File: config.mk
export PLATFORM = sky130hd
export DESIGN_NAME = cmrl_item_queue
export DESIGN_NICKNAME = d
export VERILOG_FILES = /design/src/rtl/assert_macros.svh /design/src/rtl/cmrl_pkg.sv /design/src/rtl/cmrl_item_queue.sv
export SDC_FILE = /design/constraint.sdc
export NUM_CORES = 1
export LEC_CHECK = 0
export BUFFER_PORTS_ARGS = -buffer_cell sky130_fd_sc_hd__buf_2
export CAP_MARGIN = 25
export CORE_MARGIN = 2
export CORE_UTILIZATION = 60
export DETAILED_ROUTE_END_ITERATION = 16
export GPL_TIMING_DRIVEN = 0
export HOLD_SLACK_MARGIN = 0.02
export MAX_ROUTING_LAYER = met4
export PLACE_DENSITY_LB_ADDON = 0.2
export SYNTH_ARGS = -nofsm -noshare
export SYNTH_HDL_FRONTEND = slang
export SYNTH_SLANG_ARGS = --single-unit
File: constraint.sdc
create_clock -name clock -period 3.91 [get_ports clock]
set_clock_uncertainty 0.1 [all_clocks]
set_input_delay 0.1955 -clock clock [delete_from_list [all_inputs] [get_ports clock]]
set_output_delay 0.1955 -clock clock [all_outputs]
set_load 0.02 [all_outputs]
File: src/rtl/assert_macros.svh
// assertion helpers for the rtl
`ifndef ASSERT_MACROS_SVH
`define ASSERT_MACROS_SVH

// same-cycle implication, masked while rst is high
`define ASSERT_IMPLIES(label, clk, rst, ante, cons) \
   label: assert property (@(posedge clk) disable iff (rst) (ante) |-> (cons)) \
      else $error("implication check failed");

// next-cycle implication, masked while rst is high
`define ASSERT_NEXT(label, clk, rst, ante, cons) \
   label: assert property (@(posedge clk) disable iff (rst) (ante) |=> (cons)) \
      else $error("next-cycle check failed");

`endif

File: src/rtl/cmrl_pkg.sv
package cmrl_pkg;

   localparam int unsigned MAX_WIDTH  = 2048;
   localparam int unsigned MAX_HEIGHT = 2048;
   localparam int unsigned COL_W      = $clog2(MAX_WIDTH);
   localparam int unsigned ROW_W      = $clog2(MAX_HEIGHT);

   localparam int unsigned PIXEL_W     = 32;
   localparam int unsigned KEY_W       = 24;
   localparam int unsigned TOL_W       = 32;
   localparam int unsigned SIZE_W      = 12;
   localparam int unsigned RUN_W       = 12;
   localparam int unsigned COUNT_W     = 23;
   localparam int unsigned CHAN_W      = 8;
   localparam int unsigned NUM_CHAN    = 3;
   localparam int unsigned CSR_INDEX_W = 2;
   localparam int unsigned CSR_DATA_W  = 32;

   localparam logic [RUN_W-1:0]   RUN_MAX   = '1;
   localparam logic [COUNT_W-1:0] COUNT_MAX = '1;

   localparam logic [SIZE_W-1:0] SIZE_RESET = SIZE_W'(2048);

   localparam int unsigned QUEUE_DEPTH  = 4;
   localparam int unsigned QUEUE_PTR_W  = $clog2(QUEUE_DEPTH);
   localparam int unsigned QUEUE_CNT_W  = QUEUE_PTR_W + 1;
   localparam int unsigned RESULT_DEPTH = 2;
   localparam int unsigned RES_PTR_W    = $clog2(RESULT_DEPTH);
   localparam int unsigned RES_CNT_W    = RES_PTR_W + 1;

   typedef enum logic [CSR_INDEX_W-1:0] {
      CSR_KEY_COLOR    = 2'd0,
      CSR_TOLERANCE    = 2'd1,
      CSR_FRAME_WIDTH  = 2'd2,
      CSR_FRAME_HEIGHT = 2'd3
   } cmrl_csr_type;

   typedef struct packed {
      logic [KEY_W-1:0]  key_color;
      logic [TOL_W-1:0]  tolerance;
      logic [SIZE_W-1:0] frame_width;
      logic [SIZE_W-1:0] frame_height;
   } cmrl_cfg_type;

   typedef struct packed {
      logic             hit;
      logic             first_row;
      logic             row_start;
      logic             frame_end;
      logic [COL_W-1:0] col;
   } cmrl_item_type;

   typedef struct packed {
      logic [COUNT_W-1:0] match_count;
      logic [RUN_W-1:0]   longest_row_run;
      logic [RUN_W-1:0]   longest_column_run;
   } cmrl_result_type;

   // index of the last column or row for a configured size
   function automatic logic [31:0] last_index(logic [SIZE_W-1:0] size, int unsigned maxv);
      logic [31:0] result;
      if (size == '0) begin
         result = '0;
      end else if (32'(size) > maxv) begin
         result = maxv - 1;
      end else begin
         result = 32'(size) - 32'd1;
      end
      return result;
   endfunction

   function automatic logic pixel_match(logic [PIXEL_W-1:0] pixel,
                                        logic [KEY_W-1:0] key,
                                        logic [TOL_W-1:0] tol);
      logic [CHAN_W:0] v;
      logic [CHAN_W:0] c;
      logic [CHAN_W:0] d;
      logic            ok;
      ok = 1'b1;
      for (int i = 0; i < NUM_CHAN; i++) begin
         v = {1'b0, pixel[i*CHAN_W +: CHAN_W]};
         c = {1'b0, key[i*CHAN_W +: CHAN_W]};
         d = {1'b0, tol[i*CHAN_W +: CHAN_W]};
         if ((v + d) < c || v > (c + d)) begin
            ok = 1'b0;
         end
      end
      if (tol == '0 || tol[TOL_W-1]) begin
         ok = (pixel[KEY_W-1:0] == key);
      end
      return ok;
   endfunction

endpackage

File: src/rtl/cmrl_item_queue.sv
module cmrl_item_queue (
   input  logic                    clock,
   input  logic                    reset,
   input  logic                    wr_en,
   input  cmrl_pkg::cmrl_item_type wr_item,
   output logic                    full,
   input  logic                    rd_en,
   output logic                    rd_valid,
   output cmrl_pkg::cmrl_item_type rd_item
);

   cmrl_pkg::cmrl_item_type           slot_ff [cmrl_pkg::QUEUE_DEPTH];
   logic [cmrl_pkg::QUEUE_PTR_W-1:0]  wr_ptr_ff;
   logic [cmrl_pkg::QUEUE_PTR_W-1:0]  rd_ptr_ff;
   logic [cmrl_pkg::QUEUE_CNT_W-1:0]  count_ff;
   logic [cmrl_pkg::QUEUE_CNT_W-1:0]  count_in;
   logic                              do_wr;
   logic                              do_rd;

   assign full     = (count_ff == cmrl_pkg::QUEUE_CNT_W'(cmrl_pkg::QUEUE_DEPTH));
   assign rd_valid = (count_ff != '0);
   assign rd_item  = slot_ff[rd_ptr_ff];
   assign do_wr    = wr_en && !full;
   assign do_rd    = rd_en && rd_valid;

   always_comb begin
      count_in = count_ff;
      if (do_wr && !do_rd) begin
         count_in = count_ff + 1'b1;
      end else if (do_rd && !do_wr) begin
         count_in = count_ff - 1'b1;
      end
   end

   always_ff @(posedge clock) begin
      if (reset) begin
         wr_ptr_ff <= '0;
         rd_ptr_ff <= '0;
         count_ff  <= '0;
      end else begin
         count_ff <= count_in;
         if (do_wr) begin
            wr_ptr_ff <= wr_ptr_ff + 1'b1;
         end
         if (do_rd) begin
            rd_ptr_ff <= rd_ptr_ff + 1'b1;
         end
      end
   end

   always_ff @(posedge clock) begin
      if (do_wr) begin
         slot_ff[wr_ptr_ff] <= wr_item;
      end
   end

endmodule

Word level (Yosys, flattened, before mapping)
Memories as Yosys holds them, arrays and structs flattened. A register that Yosys moved wholly into a read port is not among the register bits.
Cells that the tools add are included.
{"block": "word_totals", "regBits": 7, "ramBits": 60, "input_bits": 19, "wordCells": 24, "mem_count": 1}
{"name": "slot_ff", "depth": 4, "width": 15, "read_ports": 1, "rd_ports_with_merged_regs": 1, "write_ports": 1, "line_no": "cmrl_item_queue.sv:12", "rtl": "cmrl_pkg::cmrl_item_type slot_ff [cmrl_pkg::QUEUE_DEPTH];"}
{"block": "classes", "add_sub_neg": 4, "n_eq_ne": 1, "mux": 6, "n_reduce_logical": 9}
{"cell": "$mux W3", "count": 2}
{"cell": "$add A2 B1 Y2 const B", "count": 2}
{"cell": "$logic_and A1 B1 Y1", "count": 4}
{"cell": "$mux W2", "count": 2}
{"cell": "$add A3 B1 Y3 const B", "count": 1}
{"cell": "$eq A3 B3 Y1 const B", "count": 1}
{"cell": "$logic_not A1 Y1", "count": 3}
{"cell": "$reduce_bool A3 Y1", "count": 1}
{"cell": "$sub A3 B1 Y3 const B", "count": 1}
{"cell": "$mux W1", "count": 2}
{"cell": "$reduce_bool A2 Y1", "count": 1}

Logic depth before layout (Yosys ltp)
{"block": "depth", "word_depth": 7, "mapped_depth": 8, "mapped_depth_nobuf": 8}

Least setup slack after synthesis
OpenSTA, ideal clock, no wires.
{"block": "synth_path", "path_kind": "register to register", "from": "register count_ff[0] (netlist name)", "to": "register count_ff[2] (netlist name)", "setup_time_ns": 0.070, "arrival_time_ns": 1.936, "required_time_ns": 3.740, "path_slack_ns": 1.804, "path_stages_with_launch": 9, "n_path_buf": 0, "cell_sequence": "dfxtp_1 > nor3b_2 > nor2_2 > ha_1 > inv_1 > fa_1 > xor2_1 > or3_1 > a21oi_1"}
{"block": "synth_between", "elab_chain_cells": 6}
{"element": "start, declared", "line_no": "cmrl_item_queue.sv:15", "rtl": "logic [cmrl_pkg::QUEUE_CNT_W-1:0] count_ff;"}
{"element": "start signal, assigned", "line_no": "cmrl_item_queue.sv:41", "rtl": "count_ff <= count_in;"}
{"element": "$eq A3 B3 Y1 *", "line_no": "cmrl_item_queue.sv:20", "rtl": "assign full = (count_ff == cmrl_pkg::QUEUE_CNT_W'(cmrl_pkg::QUEUE_DEPTH));"}
{"element": "named net full", "line_no": "cmrl_item_queue.sv:6", "rtl": "output logic full,"}
{"element": "$logic_not A1 Y1 *", "line_no": "cmrl_item_queue.sv:23", "rtl": "assign do_wr = wr_en && !full;"}
{"element": "$logic_and A1 B1 Y1 *", "line_no": "cmrl_item_queue.sv:23"}
{"element": "named net do_wr", "line_no": "cmrl_item_queue.sv:17", "rtl": "logic do_wr;"}
{"element": "$logic_not A1 Y1", "line_no": "cmrl_item_queue.sv:30", "rtl": "end else if (do_rd && !do_wr) begin"}
{"element": "$logic_and A1 B1 Y1", "line_no": "cmrl_item_queue.sv:30"}
{"element": "$reduce_bool A2 Y1 (no line)"}
Mark *: on every way through the listed nets, which the timed path passes. The rest lies on a longest branch. The select of a mux whose other input is x is not followed.
A chain may end at the register's enable or synchronous reset.

Final worst setup path
{"block": "layout_path", "from": "register count_ff[0] (netlist name)", "to": "register count_ff[2] (netlist name)"}
{"block": "layout_between", "elab_chain_cells": 6}
{"element": "$eq A3 B3 Y1 *", "line_no": "cmrl_item_queue.sv:20"}
{"element": "$logic_not A1 Y1 *", "line_no": "cmrl_item_queue.sv:23"}
{"element": "$logic_and A1 B1 Y1 *", "line_no": "cmrl_item_queue.sv:23"}
{"element": "named net do_wr", "line_no": "cmrl_item_queue.sv:17"}
{"element": "$logic_not A1 Y1", "line_no": "cmrl_item_queue.sv:30"}
{"element": "$logic_and A1 B1 Y1", "line_no": "cmrl_item_queue.sv:30"}
{"element": "$reduce_bool A2 Y1 (no line)"}
Marks and branches as above.

==> summary.txt <==
max-slew headroom at the worst pin: 0.444
maximum net fanout on the critical path: 6
startpoint kind of the worst setup timing path: flip-flop
post-CTS setup buffers: 0
number of antenna violations at the first check in global routing: 0
starting density of the core: 0.615
Synth area leader: sky130_fd_sc_hd__edfxtp_1
pin count of the biggest net entering global routing: 16
standard cell core area: 4320 sq um
CP Buf/Inv Count: 1
flip-flop and latch count after synthesis: 69
First-pass DRT Iterations: 4
distinct cell type count of the synthesized netlist: 23
overall die height: 70.6 um
global routing usage summed across all routing layers: 0.202
worst ir drop on vdd: 0.471 mV
post-synth design cell area: 2660 sq um
placer's final routability congestion estimate: 0.695
clock sinks: 69
Diodes inserted: 0
required time of the worst setup path: 4.07 ns
power spent charging and discharging nets: 0.601 mW
wire length after detailed routing: 4.33 mm
sequential fraction of the synthesis area: 0.745
CTS tree: done
power density relative to cell area: 634 nW/um^2
Ports: 36
post-CTS clock slew at the launch and capture registers of the worst setup and hold paths: 0.07 ns
endpoint type of the worst setup path: flip-flop
relative area change from synthesis to final layout: 21.3%
cell area after layout: 3230 sq um
chip width: 70.6 um
iteration-0 DRC count of the detailed router: 160
final count of pins violating max slew: 0
number of CTS-inserted buffers: 9
Avg Cell Area, Syn: 21.1 sq um
half-perimeter wire length after placement: 2.64 mm
arrival time worst endpoint: 2.48 ns
slowest library cell on the worst path: sky130_fd_sc_hd__dfxtp_1
final worst-path setup slack: 1.60 ns
most area-consuming cells after synthesis: sky130_fd_sc_hd__edfxtp_1 (68%), sky130_fd_sc_hd__mux4_2 (10%), sky130_fd_sc_hd__dfxtp_1 (6.8%)
net count after synthesis: 151
switching share of power: 0.294
layout cell share with drive strength beyond 1: 0.335
worst slack at placement: 1.61 ns
synthesis warning total: 0
category of the most critical setup path: flip-flop to flip-flop
path category of the worst min-delay check: input pin to flip-flop
transition time at the pin with the least slew margin: 0.834 ns
final worst-path cycle share: 0.592
I/O Buffers: 34
Min Hold Slack: 0.120 ns
cell leakage power: 1.16 nW
placed standard-cell area: 2890 sq um
placed instance count: 212
Clk Latency, worst-skew pair: 0.34 ns
cell internal pwr: 1.44 mW
row cnt: 24
setup-violating endpoint count in the final report: 0
longest individual stage delay on the worst path: 0.49 ns
cell count after synthesis: 126
vias in the first global route: 1490
Flop pwr share: 0.459
busiest layer in global routing: met2
cell class contributing the biggest share of worst-path delay: adder cells
Logic pwr share: 0.278
global routing usage on met3: 0.0442
CTS H-tree lvls: 3
GR met2 Demand/Resource: 0.343
Remaining Overflow, GRT: 0
M1 GR Usage: 0.224
setup repair after global routing missed its margin: no
hold violation total from the final report: 0
cells along the critical path: nor3b_2, nor2_2, ha_1, inv_1, fa_1, xor2_1, or3_1, a21oi_1
per-cell via count in the routed design: 5.51
final setup TNS: 0 ns
outcome: complete, no violations
# nets final: 211
fraction of synthesized cell area taken by the top area cell type: 0.678
Wirelength per Cell: 17.8 um
global-route wire length before repair: 6.96 mm
die footprint: 4980 sq um
root buffer cell: sky130_fd_sc_hd__clkbuf_8
final non-filler cell total: 243
crit path time final: 2.31 ns
ANT nets after route: 0
Max-cap violations: 0
clock network power share: 0.263
total DRC errors in the routed layout: 0
via count: 1340
buffers from clock root to sink, at most: 2
maximum frequency from static timing analysis: 432 MHz
final timing paths:
path                                   start            to  slack [ns]  cells past startpoint
worst min register to register  wr_ptr_ff[1]  wr_ptr_ff[1]        0.44                      2
worst min-delay path                   reset  rd_ptr_ff[0]        0.12                      2
worst max register to register   count_ff[0]   count_ff[2]        1.60                      8
worst max-delay path             count_ff[0]   count_ff[2]        1.60                      8
logic make-up after synthesis:
| kind of cell | synth area share |
|---|---|
| AO/OA/AOI/OAI | 0.0155 |
| XOR/XNOR | 0.0132 |
| adder cells (fa/ha/maj) | 0.0311 |
| buffers and inverters | 0.0207 |
| flip-flops | 0.745 |
| multiplexers | 0.139 |
| AND/OR/NAND/NOR | 0.0353 |
placed cells by master (no fill, tap or decap), types with 3 or more instances in the layout:
cell / netlist / final
sky130_fd_sc_hd__and2_1: 4 / 4
sky130_fd_sc_hd__buf_2: 1 / 35
sky130_fd_sc_hd__clkbuf_8: 0 / 9
sky130_fd_sc_hd__clkinv_1: 0 / 3
sky130_fd_sc_hd__dfxtp_1: 9 / 9
sky130_fd_sc_hd__dlygate4sd3_1: 0 / 15
sky130_fd_sc_hd__edfxtp_1: 60 / 60
sky130_fd_sc_hd__ha_1: 5 / 5
sky130_fd_sc_hd__inv_1: 4 / 4
sky130_fd_sc_hd__mux4_1: 3 / 3
sky130_fd_sc_hd__mux4_2: 12 / 12
sky130_fd_sc_hd__nor2_1: 5 / 5
sky130_fd_sc_hd__or3_1: 3 / 3
sky130_fd_sc_hd__xor2_1: 4 / 4
power groups by stage:
stage,clock network [mW],logic (mW),registers [mW]
6_report,0.537,0.568,0.939
4_1_cts,0.547,0.577,0.939
3_5_place_dp,0,0.561,0.954
5_1_grt,0.578,0.612,0.948
3_3_place_gp,0,0.542,0.946
2_1_floorplan,0,0.418,0.940
cell usage after synthesis (all sizes together):
library cell	count
mux4	15
mux2i	2
fa	1
edfxtp	60
buf	3
a21oi	2
o311ai	1
or3	3
o21ai	2
and2	4
clkbuf	1
o31ai	1
nor3b	1
dfxtp	9
nor2	6
nand2b	2
xor2	4
inv	4
ha	5
cell type report:
class	instances	area [sq um]
repair buffers	49	320
multi-input cells	49	622
fillers	255	1100
plain buffers	4	40.0
flip-flops and latches	69	1980
clock inverters	6	53.8
inverters	4	15.0
clock buffers	10	128
well taps	52	65.1
per-stage QoR:
stage / total power [mW] / utilization
after floorplan: 1.36 / -
after global placement: 1.49 / 0.669
after detailed placement: 1.52 / 0.669
after CTS: 2.06 / 0.746
after global routing: 2.14 / 0.746
final: 2.04 / 0.746
layer usage:
layer | part of all wire | wire, um | vias to the layer above
li1 | - | - | 621
met1 | 0.40 | 1750 | 679
met2 | 0.55 | 2370 | 32
met3 | 0.036 | 155 | 8
met4 | 0.012 | 54 | 0
met5 | 0 | 0 | -
worst register-to-register path, delay by kind of cell, from the launching register on:
kind / cells / cell delay, ns
AO/OA/AOI/OAI: 1 / 0.14
XOR/XNOR: 1 / 0.17
adder cells (fa/ha/maj): 2 / 0.64
buffers and inverters: 1 / 0.07
flip-flops: 1 / 0.49
AND/OR/NAND/NOR: 3 / 0.63
registers in the layout (all words and copies together), names as in the netlist, named ones only:
name / count
slot_ff: 60
rd_ptr_ff: 2
count_ff: 3
wr_ptr_ff: 2
repair_timing:
action / CTS / global route
gates resized for setup: 0 / 0
hold endpoints to repair: 60 / 0
hold buffers: 15 / 0
Note: power is estimated with default switching activity, not from simulation.
