## src/rtl/assert_macros.svh

```systemverilog
// assertion helpers for the rtl
`ifndef ASSERT_MACROS_SVH
`define ASSERT_MACROS_SVH

// same-cycle implication, masked while rst is high
`define ASSERT_IMPLIES(label, clk, rst, ante, cons) \
   label: assert property (@(posedge clk) disable iff (rst) (ante) |-> (cons)) \
      else $error("implication check failed");

// next-cycle implication, masked while rst is high
`define ASSERT_NEXT(label, clk, rst, ante, cons) \
   label: assert property (@(posedge clk) disable iff (rst) (ante) |=> (cons)) \
      else $error("next-cycle check failed");

`endif

```

## src/rtl/cmrl_pkg.sv

```systemverilog
package cmrl_pkg;

   localparam int unsigned MAX_WIDTH  = 2048;
   localparam int unsigned MAX_HEIGHT = 2048;
   localparam int unsigned COL_W      = $clog2(MAX_WIDTH);
   localparam int unsigned ROW_W      = $clog2(MAX_HEIGHT);

   localparam int unsigned PIXEL_W     = 32;
   localparam int unsigned KEY_W       = 24;
   localparam int unsigned TOL_W       = 32;
   localparam int unsigned SIZE_W      = 12;
   localparam int unsigned RUN_W       = 12;
   localparam int unsigned COUNT_W     = 23;
   localparam int unsigned CHAN_W      = 8;
   localparam int unsigned NUM_CHAN    = 3;
   localparam int unsigned CSR_INDEX_W = 2;
   localparam int unsigned CSR_DATA_W  = 32;

   localparam logic [RUN_W-1:0]   RUN_MAX   = '1;
   localparam logic [COUNT_W-1:0] COUNT_MAX = '1;

   localparam logic [SIZE_W-1:0] SIZE_RESET = SIZE_W'(2048);

   localparam int unsigned QUEUE_DEPTH  = 4;
   localparam int unsigned QUEUE_PTR_W  = $clog2(QUEUE_DEPTH);
   localparam int unsigned QUEUE_CNT_W  = QUEUE_PTR_W + 1;
   localparam int unsigned RESULT_DEPTH = 2;
   localparam int unsigned RES_PTR_W    = $clog2(RESULT_DEPTH);
   localparam int unsigned RES_CNT_W    = RES_PTR_W + 1;

   typedef enum logic [CSR_INDEX_W-1:0] {
      CSR_KEY_COLOR    = 2'd0,
      CSR_TOLERANCE    = 2'd1,
      CSR_FRAME_WIDTH  = 2'd2,
      CSR_FRAME_HEIGHT = 2'd3
   } cmrl_csr_type;

   typedef struct packed {
      logic [KEY_W-1:0]  key_color;
      logic [TOL_W-1:0]  tolerance;
      logic [SIZE_W-1:0] frame_width;
      logic [SIZE_W-1:0] frame_height;
   } cmrl_cfg_type;

   typedef struct packed {
      logic             hit;
      logic             first_row;
      logic             row_start;
      logic             frame_end;
      logic [COL_W-1:0] col;
   } cmrl_item_type;

   typedef struct packed {
      logic [COUNT_W-1:0] match_count;
      logic [RUN_W-1:0]   longest_row_run;
      logic [RUN_W-1:0]   longest_column_run;
   } cmrl_result_type;

   // index of the last column or row for a configured size
   function automatic logic [31:0] last_index(logic [SIZE_W-1:0] size, int unsigned maxv);
      logic [31:0] result;
      if (size == '0) begin
         result = '0;
      end else if (32'(size) > maxv) begin
         result = maxv - 1;
      end else begin
         result = 32'(size) - 32'd1;
      end
      return result;
   endfunction

   function automatic logic pixel_match(logic [PIXEL_W-1:0] pixel,
                                        logic [KEY_W-1:0] key,
                                        logic [TOL_W-1:0] tol);
      logic [CHAN_W:0] v;
      logic [CHAN_W:0] c;
      logic [CHAN_W:0] d;
      logic            ok;
      ok = 1'b1;
      for (int i = 0; i < NUM_CHAN; i++) begin
         v = {1'b0, pixel[i*CHAN_W +: CHAN_W]};
         c = {1'b0, key[i*CHAN_W +: CHAN_W]};
         d = {1'b0, tol[i*CHAN_W +: CHAN_W]};
         if ((v + d) < c || v > (c + d)) begin
            ok = 1'b0;
         end
      end
      if (tol == '0 || tol[TOL_W-1]) begin
         ok = (pixel[KEY_W-1:0] == key);
      end
      return ok;
   endfunction

endpackage

```

## src/rtl/cmrl_front.sv

```systemverilog
module cmrl_front (
   input  logic                   clock,
   input  logic                   reset,
   input  cmrl_pkg::cmrl_cfg_type cfg,
   input  logic                   push,
   input  logic                   queue_full,
   input  logic [cmrl_pkg::PIXEL_W-1:0] pixel,
   output logic                   item_valid,
   output cmrl_pkg::cmrl_item_type item
);

   logic [cmrl_pkg::COL_W-1:0] col_pos_ff;
   logic [cmrl_pkg::COL_W-1:0] col_pos_in;
   logic [cmrl_pkg::ROW_W-1:0] row_pos_ff;
   logic [cmrl_pkg::ROW_W-1:0] row_pos_in;
   logic [cmrl_pkg::COL_W-1:0] col_last;
   logic [cmrl_pkg::ROW_W-1:0] row_last;
   logic                       last_col;
   logic                       last_row;

   assign col_last = cmrl_pkg::COL_W'(cmrl_pkg::last_index(cfg.frame_width,
                                                            cmrl_pkg::MAX_WIDTH));
   assign row_last = cmrl_pkg::ROW_W'(cmrl_pkg::last_index(cfg.frame_height,
                                                            cmrl_pkg::MAX_HEIGHT));
   assign last_col = (col_pos_ff >= col_last);
   assign last_row = (row_pos_ff >= row_last);

   assign item_valid     = push && !queue_full;
   assign item.hit       = cmrl_pkg::pixel_match(pixel, cfg.key_color, cfg.tolerance);
   assign item.first_row = (row_pos_ff == '0);
   assign item.row_start = (col_pos_ff == '0);
   assign item.frame_end = last_col && last_row;
   assign item.col       = col_pos_ff;

   always_comb begin
      col_pos_in = col_pos_ff;
      row_pos_in = row_pos_ff;
      if (item_valid) begin
         if (last_col) begin
            col_pos_in = '0;
            row_pos_in = last_row ? '0 : row_pos_ff + 1'b1;
         end else begin
            col_pos_in = col_pos_ff + 1'b1;
         end
      end
   end

   always_ff @(posedge clock) begin
      if (reset) begin
         col_pos_ff <= '0;
         row_pos_ff <= '0;
      end else begin
         col_pos_ff <= col_pos_in;
         row_pos_ff <= row_pos_in;
      end
   end

endmodule

```

## config.mk

```make
export PLATFORM = sky130hd
export DESIGN_NAME = cmrl_front
export DESIGN_NICKNAME = d
export VERILOG_FILES = /design/src/rtl/assert_macros.svh /design/src/rtl/cmrl_pkg.sv /design/src/rtl/cmrl_front.sv
export SDC_FILE = /design/constraint.sdc
export NUM_CORES = 1
export LEC_CHECK = 0
export BUFFER_PORTS_ARGS = -buffer_cell sky130_fd_sc_hd__buf_2
export CORE_ASPECT_RATIO = 0.9
export CORE_UTILIZATION = 53
export DETAILED_ROUTE_END_ITERATION = 6
export HOLD_SLACK_MARGIN = 0.03
export PLACE_DENSITY = 0.8
export SLEW_MARGIN = 25
export SYNTH_ARGS = -nofsm -noshare
export SYNTH_HDL_FRONTEND = slang
export SYNTH_SLANG_ARGS = --single-unit
```

## constraint.sdc

```tcl
create_clock -name clock -period 8.3 [get_ports clock]
set_input_delay 0.83 -clock clock [delete_from_list [all_inputs] [get_ports clock]]
set_output_delay 0.83 -clock clock [all_outputs]
set_load 0.01 [all_outputs]
```

Yosys cells after proc, flatten, opt, wreduce, memory -nomap -nowiden
Cells that the tools add are included.
{ "totals": {"ram_bits": 0, "input_bits": 116, "latchBits": 0, "elab_cells": 46, "mem_count": 0, "mem_bits_ro": 0, "out_inout_bits": 16, "reg_bits": 22} }
{ "classes": {"order_cmp": 10, "reduce_logical": 13, "multipliers": 0, "add_sub_neg": 10, "n_shift": 0, "n_eq_ne": 1, "n_mux": 10, "div": 0, "bitwise_logic": 0} }
{ "ops": {"columns": ["op", "n"], "rows": [
  ["$mux 11", 6],
  ["$add 8x8->9", 6],
  ["$logic_not 32->1", 1],
  ["$gt 8x9->1", 3],
  ["$lt 9x8->1", 3],
  ["$eq 24x24->1", 1],
  ["$gt 12x12->1 const B", 2],
  ["$logic_not 12->1", 2],
  ["$add 11x1->11 const B", 2],
  ["$ge 11x11->1", 2],
  ["$logic_not 11->1", 2],
  ["$sub 11x1->11 const B", 2],
  ["$logic_or 1x1->1", 4],
  ["$mux 1", 4],
  ["$logic_and 1x1->1", 2],
  ["$reduce_and 2->1", 1],
  ["$logic_not 1->1", 1]
]} }

Depth between registers and ports, before layout
Gate-level depths: netlist of run 1.
{ "logic_depth": {"word_depth": 7, "mapped_depth": 16, "mapped_depth_nobuf": 15} }

Worst setup path before layout of run 1
Ideal clock, no wire load.
{ "synth_timing": {"kind": "input -> output", "from": "input port cfg[40] (netlist bit)", "to": "output port item[14] (netlist bit)", "t_arrival_ps": 3606, "path_slack_ps": 3864, "cell_stages": 13, "required_time_ps": 7470, "path_cell_list": "ha_1 > fa_1 > a21oi_1 > o211ai_1 > a21oi_1 > xor2_1 > ha_1 > and3_1 > a221oi_1 > a21oi_1 > a32oi_1 > o41ai_1 > o41ai_1"} }
{ "synth_rtl": {"columns": ["element", "line", "text"], "rows": [
  ["start: declaration", "cmrl_front.sv:4", "input cmrl_pkg::cmrl_cfg_type cfg,"],
  ["end: declaration", "cmrl_front.sv:9", "output cmrl_pkg::cmrl_item_type item"]
]} }

==> results.py, run 1 <==
metrics = {
    "outcome": {
        "status": "finished, final reports clean",
    },
    "cts": {
        "cts_made_buffers": 3,
        "cts_hold_buf": 0,
        "post_cts_buffers": 0,
        "clk_latency_ps": 260,
        "cts_tree": "done",
        "cts_num_sinks": 22,
        "cts.path.max_buffers": 2,
        "cts_root_buffer": "clkbuf_8",
        "htree_levels": 1,
        "path_clk_slew_ps": 70,
        "post_cts_resized": 0,
    },
    "synth": {
        "ys_ff_latch": 22,
        "synth_area_per_cell_um2": 7.90,
        "ys_seq_area_frac": 0.0849,
        "synthArstFlopShare": 0,
        "synth_edf_count": 0,
        "netlist_top_cells_area": "ha_1, dfxtp_1, xnor2_1, xor2_1, a21oi_1",
        "yosysMostFrequentCell": "ha_1",
        "syn_inst": 657,
        "synth_top_cell_area_share": 0.297,
        "yosys.area.top_type": "ha_1",
        "synth_area_um2": 5190,
        "yosys_warnings": 0,
        "synth-main-ff-cell": "dfxtp_1",
        "synth_fp_nets": 902,
        "ys_types": 55,
        "synthTopCellsByCount": "ha_1, a21oi_1, inv_1",
    },
    "sta": {
        "tns_ps": 0,
        "fin_crit_sh": 0.620,
        "maxSlewHeadroom": 0.578,
        "drv_slew": 0,
        "worst_slew_pin_slew_ps": 632,
        "max_freq_ghz": 0.194,
        "fin_crit_ps": 5150,
        "rsz0062_at_grt": "false",
        "hold_viol": 0,
        "setup_violations": 0,
        "fin_worst_skew_ps": 3.34,
        "finalWorstSetupSlack_ps": 3150,
    },
    "placement": {
        "io_buffers": 123,
        "pre_cts_ws_ps": 3190,
        "dp_hpwl_um": 11800,
        "place_inst": 894,
        "gp_congestion": 0.959,
    },
    "finish": {
        "antenna_cells": 0,
        "layout.nets": 1022,
        "fin_cells": 897,
        "area_growth_pct": 14.7,
        "postLayoutCoreUtil": 0.641,
        "drive_gt1_frac": 0.173,
    },
    "pwr": {
        "combPwrFrac": 0.655,
        "finalPower_uw": 500,
        "p_int_uw": 291,
        "clockPowerShare": 0.131,
        "p_seq_frac": 0.214,
        "power.density_nw_per_um2": 84.0,
        "ir_drop_uv": 53.8,
        "leakage_uw": 0.00293,
        "p_sw_uw": 209,
        "swShare": 0.418,
    },
    "routing": {
        "wire_per_inst_um": 15.0,
        "antenna_left": 0,
        "drc": 0,
        "drtIter0Drc": 197,
        "viasPerCell": 5.74,
        "route.vias.total": 5151,
        "firstDrtPassIters": 4,
        "wirelength_um": 13400,
    },
    "floorplan": {
        "io_pins": 132,
        "row_count": 33,
        "core_um2": 9290,
        "initial_core_util": 0.559,
        "die_h_um": 95.9,
        "dieArea_um2": 10200,
        "die_w_um": 106,
    },
    "global_routing": {
        "groute.usage.overall": 0.267,
        "grt_pass1_vias": 5064,
        "antenna_found_initial": 0,
        "grt_first_pass_wirelength_um": 22300,
        "grt-ovfl-total": 0,
        "grt_start_max_net_pins": 25,
    },
    "setup_path": {
        "crit_type": "primary input to output pin",
        "crit_path_end_kind": "output pin",
        "crit_path_start_kind": "primary input",
        "worst-path-max-fanout": 3,
        "cp_data_arrival_time_ps": 4320,
        "cp_data_required_time_ps": 7470,
    },
    "job": {
        "cap_violations": 0,
    },
    "min_path": {
        "min_path_type": "flop to flop",
    },
}
==> registers in the layout (all words and copies together) (netlist names) <==
name	flops
col_pos_ff	11
row_pos_ff	11
==> kinds of logic after synthesis <==
logic type	count (synthesis)	synth area share
and+or+nand+nor	189	0.197
AOI/OAI and AO/OA	166	0.204
adders and majority gates	129	0.320
buffers and inverters	67	0.0516
xor gates and xnor gates	84	0.142
DFF	22	0.0849
==> area by class of cell <==
class | instances | area (um^2)
Sequential cell | 22 | 440
Clock buffer | 3 | 41.3
Tap cell | 122 | 153
Timing Repair Buffer | 123 | 616
Inverter | 59 | 221
Multi-Input combinational cell | 568 | 4480
Fill cell | 827 | 3340
==> power groups by stage <==
stage	registers [uW]	clock network [uW]	logic, uW
2_1_floorplan	110	0	221
3_3_place_gp	109	0	307
3_5_place_dp	110	0	323
4_1_cts	107	66.8	325
5_1_grt	107	72.0	370
6_report	107	65.5	327
==> through the flow <==
step / hold slack, ps / cell area [um^2]
final: 512 / 5950
after global routing: 558 / 5950
after CTS: 516 / 5950
after detailed placement: 501 / 5910
after global placement: 498 / 5910
after floorplan: 464 / 5190
==> cells in the final DEF, fill, tap and decap left out, types with 8 or more instances in the layout <==
cell / Yosys / final
o21ai_0: 31 / 31
nand4_1: 12 / 12
a21o_1: 15 / 15
ha_1: 123 / 123
a21oi_1: 61 / 61
nand2_1: 25 / 25
xor2_1: 40 / 40
nor2_1: 39 / 39
nor3_1: 16 / 16
nor2b_1: 20 / 20
and3_1: 8 / 8
nand3_1: 11 / 11
or3_1: 8 / 8
dfxtp_1: 22 / 22
nor4_1: 15 / 15
buf_2: 1 / 123
o21a_1: 14 / 14
xnor2_1: 44 / 44
inv_1: 59 / 59
==> layer usage <==
layer / wire length (um) / global-route usage / vias to the layer above / share of wire
li1: - / - / 2634 / -
met3: 643 / 0.0190 / 28 / 0.048
met2: 6060 / 0.464 / 146 / 0.45
met1: 6440 / 0.358 / 2343 / 0.48
met5: 0 / 0 / - / 0
met4: 272 / 0.0694 / 0 / 0.020
==> path summary, 6_finish.rpt <==
path                                     start        endpoint  depth (start not counted)  slack [ps]
worst min register to register  row_pos_ff[10]  row_pos_ff[10]                          2         510
worst max register to register   col_pos_ff[5]   col_pos_ff[9]                          7        5650
worst max-delay path                   cfg[40]        item[14]                         15        3150
worst min-delay path            row_pos_ff[10]  row_pos_ff[10]                          2         510
==> critical path, cell delays in order <==
cell	delay (ps)
buf_2	120
ha_1	220
fa_1	410
a21oi_1	300
o211ai_1	150
a21oi_1	190
xor2_1	190
ha_1	270
and3_1	210
a221oi_1	320
a21oi_1	150
a32oi_1	200
o41ai_1	130
o41ai_1	410
buf_2	200
(Power assumes the default switching activity.)
==> run 2: changes to the inputs <==
==> constraint.sdc (replaced) <==
create_clock -name clock -period 5 [get_ports clock]
set_input_delay 0.5 -clock clock [delete_from_list [all_inputs] [get_ports clock]]
set_output_delay 0.5 -clock clock [all_outputs]
set_load 0.01 [all_outputs]
==> run 2 against run 1 <==
Global-route usage fell by 0.73 points; setup slack got worse by 2600 ps; register-to-register slack got worse by 3300 ps; sequential cell count did not move; clock skew fell by 1.7 ps; sequential share of layout area barely moved; power rose by 70%; critical path depth did not move; first-iteration DRC count rose by 27%; clock-buffer cell count rose by 1; combinational power rose by 66%.
==> results.py, run 2 (synthesized netlist as in run 1, its figures left out) <==
metrics = {
    "sta": {
        "hold_viol": 0,
        "fin_crit_ps": 4400,
        "tns_ps": 0,
        "rsz0062_at_grt": "false",
        "drv_slew": 0,
        "setup_violations": 0,
        "fin_crit_sh": 0.880,
        "max_freq_ghz": 0.227,
        "fin_worst_skew_ps": 1.63,
        "worst_slew_pin_slew_ps": 622,
        "fin_hold_ws_ps": 434,
        "maxSlewHeadroom": 0.585,
    },
    "outcome": {
        "status": "finished, final reports clean",
    },
    "finish": {
        "fin_cells": 898,
        "area_growth_pct": 15.0,
        "layout.nets": 1022,
        "num-fill-cells": 816,
        "final_cell_mix": "ha_1, buf_2, a21oi_1, inv_1, xnor2_1",
        "reg_top3": "col_pos_ff: 11 flops, row_pos_ff: 11 flops",
        "antenna_cells": 0,
        "finalInstanceArea_um2": 5970,
        "drive_gt1_frac": 0.174,
    },
    "cts": {
        "clk_latency_ps": 260,
        "post_cts_resized": 0,
        "cts_tree": "done",
        "cts_root_buffer": "clkbuf_8",
        "cts_made_buffers": 3,
        "cts_hold_buf": 0,
        "post_cts_buffers": 0,
        "path_clk_slew_ps": 80,
        "cts_num_sinks": 22,
        "htree_levels": 1,
        "cts.path.max_buffers": 2,
    },
    "job": {
        "cap_violations": 0,
    },
    "routing": {
        "route.vias.total": 5188,
        "drc": 0,
        "wirelength_um": 13300,
        "antenna_left": 0,
        "wire_per_inst_um": 14.9,
        "firstDrtPassIters": 5,
        "viasPerCell": 5.78,
        "drtIter0Drc": 250,
    },
    "setup_path": {
        "crit_path_start_kind": "primary input",
        "cp_data_required_time_ps": 4500,
        "crit_path_start": "cfg[40]",
        "cp_data_arrival_time_ps": 3900,
        "crit_type": "primary input to output pin",
        "r2r_start": "col_pos_ff[5]",
        "r2r_slack_ps": 2340,
        "crit_path_end_kind": "output pin",
        "worst-path-max-fanout": 3,
    },
    "floorplan": {
        "core_um2": 9290,
        "io_pins": 132,
        "initial_core_util": 0.559,
        "dieArea_um2": 10200,
        "die_h_um": 95.9,
        "die_w_um": 106,
        "row_count": 33,
    },
    "placement": {
        "dp_hpwl_um": 11700,
        "io_buffers": 123,
        "dpl_cell_area_um2": 5910,
        "gp_congestion": 0.962,
        "place_inst": 894,
    },
    "global_routing": {
        "grt-ovfl-total": 0,
        "grt_pass1_vias": 4868,
        "groute.usage.overall": 0.259,
        "grt_first_pass_wirelength_um": 21700,
        "antenna_found_initial": 0,
        "grt_start_max_net_pins": 25,
    },
    "min_path": {
        "min_path_type": "primary input to flop",
        "hold_start": "reset",
    },
    "pwr": {
        "ir_drop_uv": 198,
        "power.density_nw_per_um2": 142,
        "leakage_uw": 0.00293,
        "finalPower_uw": 848,
    },
}
==> run 2: cell types whose count changed in the layout (fill, tap and decap cells not counted), sizes merged <==
cell    change
clkbuf      +1
==> run 2: routing by layer <==
layer / global-route usage / wire, um
met5: 0 / 0
met4: 0.0428 / 174
met3: 0.0183 / 605
met2: 0.464 / 6180
met1: 0.347 / 6370
==> run 2: worst paths after layout <==
check                       end  cells after the start
setup / recovery       item[14]                     15
setup reg to reg  col_pos_ff[8]                      7
hold reg to reg   row_pos_ff[0]                      2
hold / removal    row_pos_ff[0]                      2
==> run 2: cell type report <==
| class | instances | area (um^2) | share of cell area |
|---|---|---|---|
| clock buffer | 4 | 55.1 | 0.00923 |
| tap | 122 | 153 | 0.0256 |
| sequential | 22 | 440 | 0.0738 |
| inverter | 59 | 221 | 0.0371 |
| timing repair buffer | 123 | 616 | 0.103 |
| multi-input combinational | 568 | 4480 | 0.751 |
==> run 2: through the flow <==
step | worst slack (ps) | utilization
6_report | 599 | 0.642
5_1_grt | 353 | 0.642
4_1_cts | 612 | 0.642
3_5_place_dp | 628 | 0.636
3_3_place_gp | 705 | 0.636
2_1_floorplan | 1220 | -
==> run 2: where the power goes <==
part           total (uW)  internal [uW]  switching [uW]
registers             178            176            1.52
logic                 542            253             288
clock network         129           70.3            58.3
==> run 2: critical path, stage by stage <==
cell and delay, ps:
buf_2 120, ha_1 220, fa_1 400, a21oi_1 280, o211ai_1 150, a21oi_1 180, xor2_1 170, ha_1 260
and3_1 200, a221oi_1 280, a21oi_1 150, a32oi_1 210, o41ai_1 130, o41ai_1 440, buf_2 210
==> run 3: changes to the inputs <==
--- a/config.mk
+++ b/config.mk
@@ -6,11 +6,13 @@
 export NUM_CORES = 1
 export LEC_CHECK = 0
 export BUFFER_PORTS_ARGS = -buffer_cell sky130_fd_sc_hd__buf_2
+export CELL_PAD_IN_SITES_DETAIL_PLACEMENT = 1
+export CELL_PAD_IN_SITES_GLOBAL_PLACEMENT = 1
 export CORE_ASPECT_RATIO = 0.9
-export CORE_UTILIZATION = 53
+export CORE_UTILIZATION = 40
 export DETAILED_ROUTE_END_ITERATION = 6
 export HOLD_SLACK_MARGIN = 0.03
-export PLACE_DENSITY = 0.8
+export PLACE_DENSITY = 0.83
 export SLEW_MARGIN = 25
 export SYNTH_ARGS = -nofsm -noshare
 export SYNTH_HDL_FRONTEND = slang
==> run 3 against run 2 <==
Critical endpoint unchanged; via count grew 2.2%; worst hold slack better by 22 ps; die area is 32% higher; utilization is 17 points lower; routed wire length grew 22%; sequential share of layout area down 0.11 points; combinational power is 3% higher.
==> results.py, run 3 (synthesized netlist as in run 1, its figures left out) <==
metrics = {
    "placement": {
        "dpl_cell_area_um2": 5960,
        "pre_cts_ws_ps": 607,
        "io_buffers": 123,
        "gp_congestion": 0.878,
        "dp_hpwl_um": 14400,
    },
    "finish": {
        "antenna_cells": 0,
        "postLayoutCoreUtil": 0.477,
        "drive_gt1_frac": 0.174,
        "reg_top3": "col_pos_ff: 11 flops, row_pos_ff: 11 flops",
        "layout.nets": 1022,
        "area_growth_pct": 16.6,
        "num-fill-cells": 1618,
        "final_cell_mix": "ha_1, buf_2, a21oi_1, inv_1, xnor2_1",
        "finalInstanceArea_um2": 6050,
    },
    "global_routing": {
        "groute.usage.overall": 0.241,
        "grt_first_pass_wirelength_um": 26100,
        "grt_start_max_net_pins": 25,
        "antenna_found_initial": 0,
        "grt_pass1_vias": 5568,
        "grt-ovfl-total": 0,
    },
    "setup_path": {
        "crit_top_cell": "a21oi_1",
        "crit_chain": "buf_2 -> ha_1 -> fa_1 -> a21oi_1 -> o211ai_1 -> a21oi_1 -> xor2_1 -> ha_1 -> and3_1 -> a221oi_1 -> a21oi_1 -> a32oi_1 -> o41ai_1 -> o41ai_1 -> buf_2",
        "worst-path-max-fanout": 3,
        "cpLargestDelayFamily": "compound AO/OA/AOI/OAI gates",
        "slowest_stage": "o41ai_1",
        "crit_path_end_kind": "output pin",
        "crit_path_start_kind": "primary input",
        "cp_data_arrival_time_ps": 3900,
        "critPathMaxStageDelay_ps": 440,
        "crit_type": "primary input to output pin",
        "cp_data_required_time_ps": 4500,
        "crit_buf_inv": 2,
    },
    "pwr": {
        "leakage_uw": 0.00295,
        "ir_drop_uv": 154,
        "p_sw_uw": 371,
        "swShare": 0.401,
        "combPwrFrac": 0.606,
        "p_seq_frac": 0.193,
        "p_int_uw": 554,
        "finalPower_uw": 924,
        "clockPowerShare": 0.202,
        "power.density_nw_per_um2": 153,
    },
    "cts": {
        "htree_levels": 1,
        "clk_latency_ps": 250,
        "cts_num_sinks": 22,
        "cts_made_buffers": 3,
        "path_clk_slew_ps": 60,
        "cts_hold_buf": 0,
        "cts_root_buffer": "clkbuf_16",
        "post_cts_resized": 0,
        "cts.path.max_buffers": 2,
        "cts_tree": "done",
        "post_cts_buffers": 0,
    },
    "routing": {
        "drc": 0,
        "wire_per_inst_um": 17.3,
        "route.vias.total": 5303,
        "antenna_left": 0,
        "wirelength_um": 16300,
        "viasPerCell": 5.64,
        "firstDrtPassIters": 4,
        "drtIter0Drc": 194,
    },
    "sta": {
        "worst_slew_pin_slew_ps": 604,
        "tns_ps": 0,
        "setup_violations": 0,
        "fin_crit_sh": 0.880,
        "fin_worst_skew_ps": 1.46,
        "finalWorstSetupSlack_ps": 601,
        "rsz0062_at_grt": "false",
        "hold_viol": 0,
        "drv_slew": 0,
        "maxSlewHeadroom": 0.597,
        "fin_crit_ps": 4400,
        "max_freq_ghz": 0.227,
    },
    "floorplan": {
        "dieArea_um2": 13400,
        "die_w_um": 122,
        "row_count": 39,
        "die_h_um": 110,
        "core_um2": 12700,
        "io_pins": 132,
        "initial_core_util": 0.409,
    },
    "outcome": {
        "status": "finished, final reports clean",
    },
    "min_path": {
        "min_path_type": "primary input to flop",
    },
    "job": {
        "cap_violations": 0,
    },
}
## run 3: stage by stage
stage	hold WS (ps)	instances
finish	456	940
global route	466	940
CTS	456	940
detailed placement	499	936
global placement	485	936
floorplan	464	657
## run 3: area by class of cell
type | instances | area (um^2) | area share
inverter | 59 | 221 | 0.0366
tap | 164 | 205 | 0.0339
multi-input combinational | 568 | 4480 | 0.740
timing repair buffer | 123 | 616 | 0.102
sequential | 22 | 440 | 0.0728
clock buffer | 4 | 88.8 | 0.0147
## run 3: power groups by stage
stage	clock (uW)	combinational, uW	sequential [uW]
6_report	187	560	178
5_1_grt	198	628	178
3_3_place_gp	0	516	182
4_1_cts	188	562	178
2_1_floorplan	0	367	182
3_5_place_dp	0	557	182
## run 3: worst paths after layout
check / start / end / slack, ps / depth (start not counted)
max: cfg[40] / item[14] / 600 / 15
min: reset / row_pos_ff[0] / 460 / 2
max reg2reg: col_pos_ff[5] / col_pos_ff[4] / 2280 / 7
min reg2reg: row_pos_ff[0] / row_pos_ff[0] / 510 / 2
## run 3: worst register-to-register path, stage by stage, from the launching register on
cell	delay, ps
dfxtp_1	460
ha_1	300
a21o_1	180
a221o_1	340
a31o_2	250
a31oi_4	500
nand2b_1	400
nor2_1	230
## run 3: layer usage
metal | share of wire | up-vias | global-route usage
met5 | 0 | - | 0
met2 | 0.51 | 109 | 0.462
li1 | - | 2627 | -
met1 | 0.46 | 2555 | 0.303
met3 | 0.029 | 12 | 0.0154
met4 | 0.0072 | 0 | 0.0244
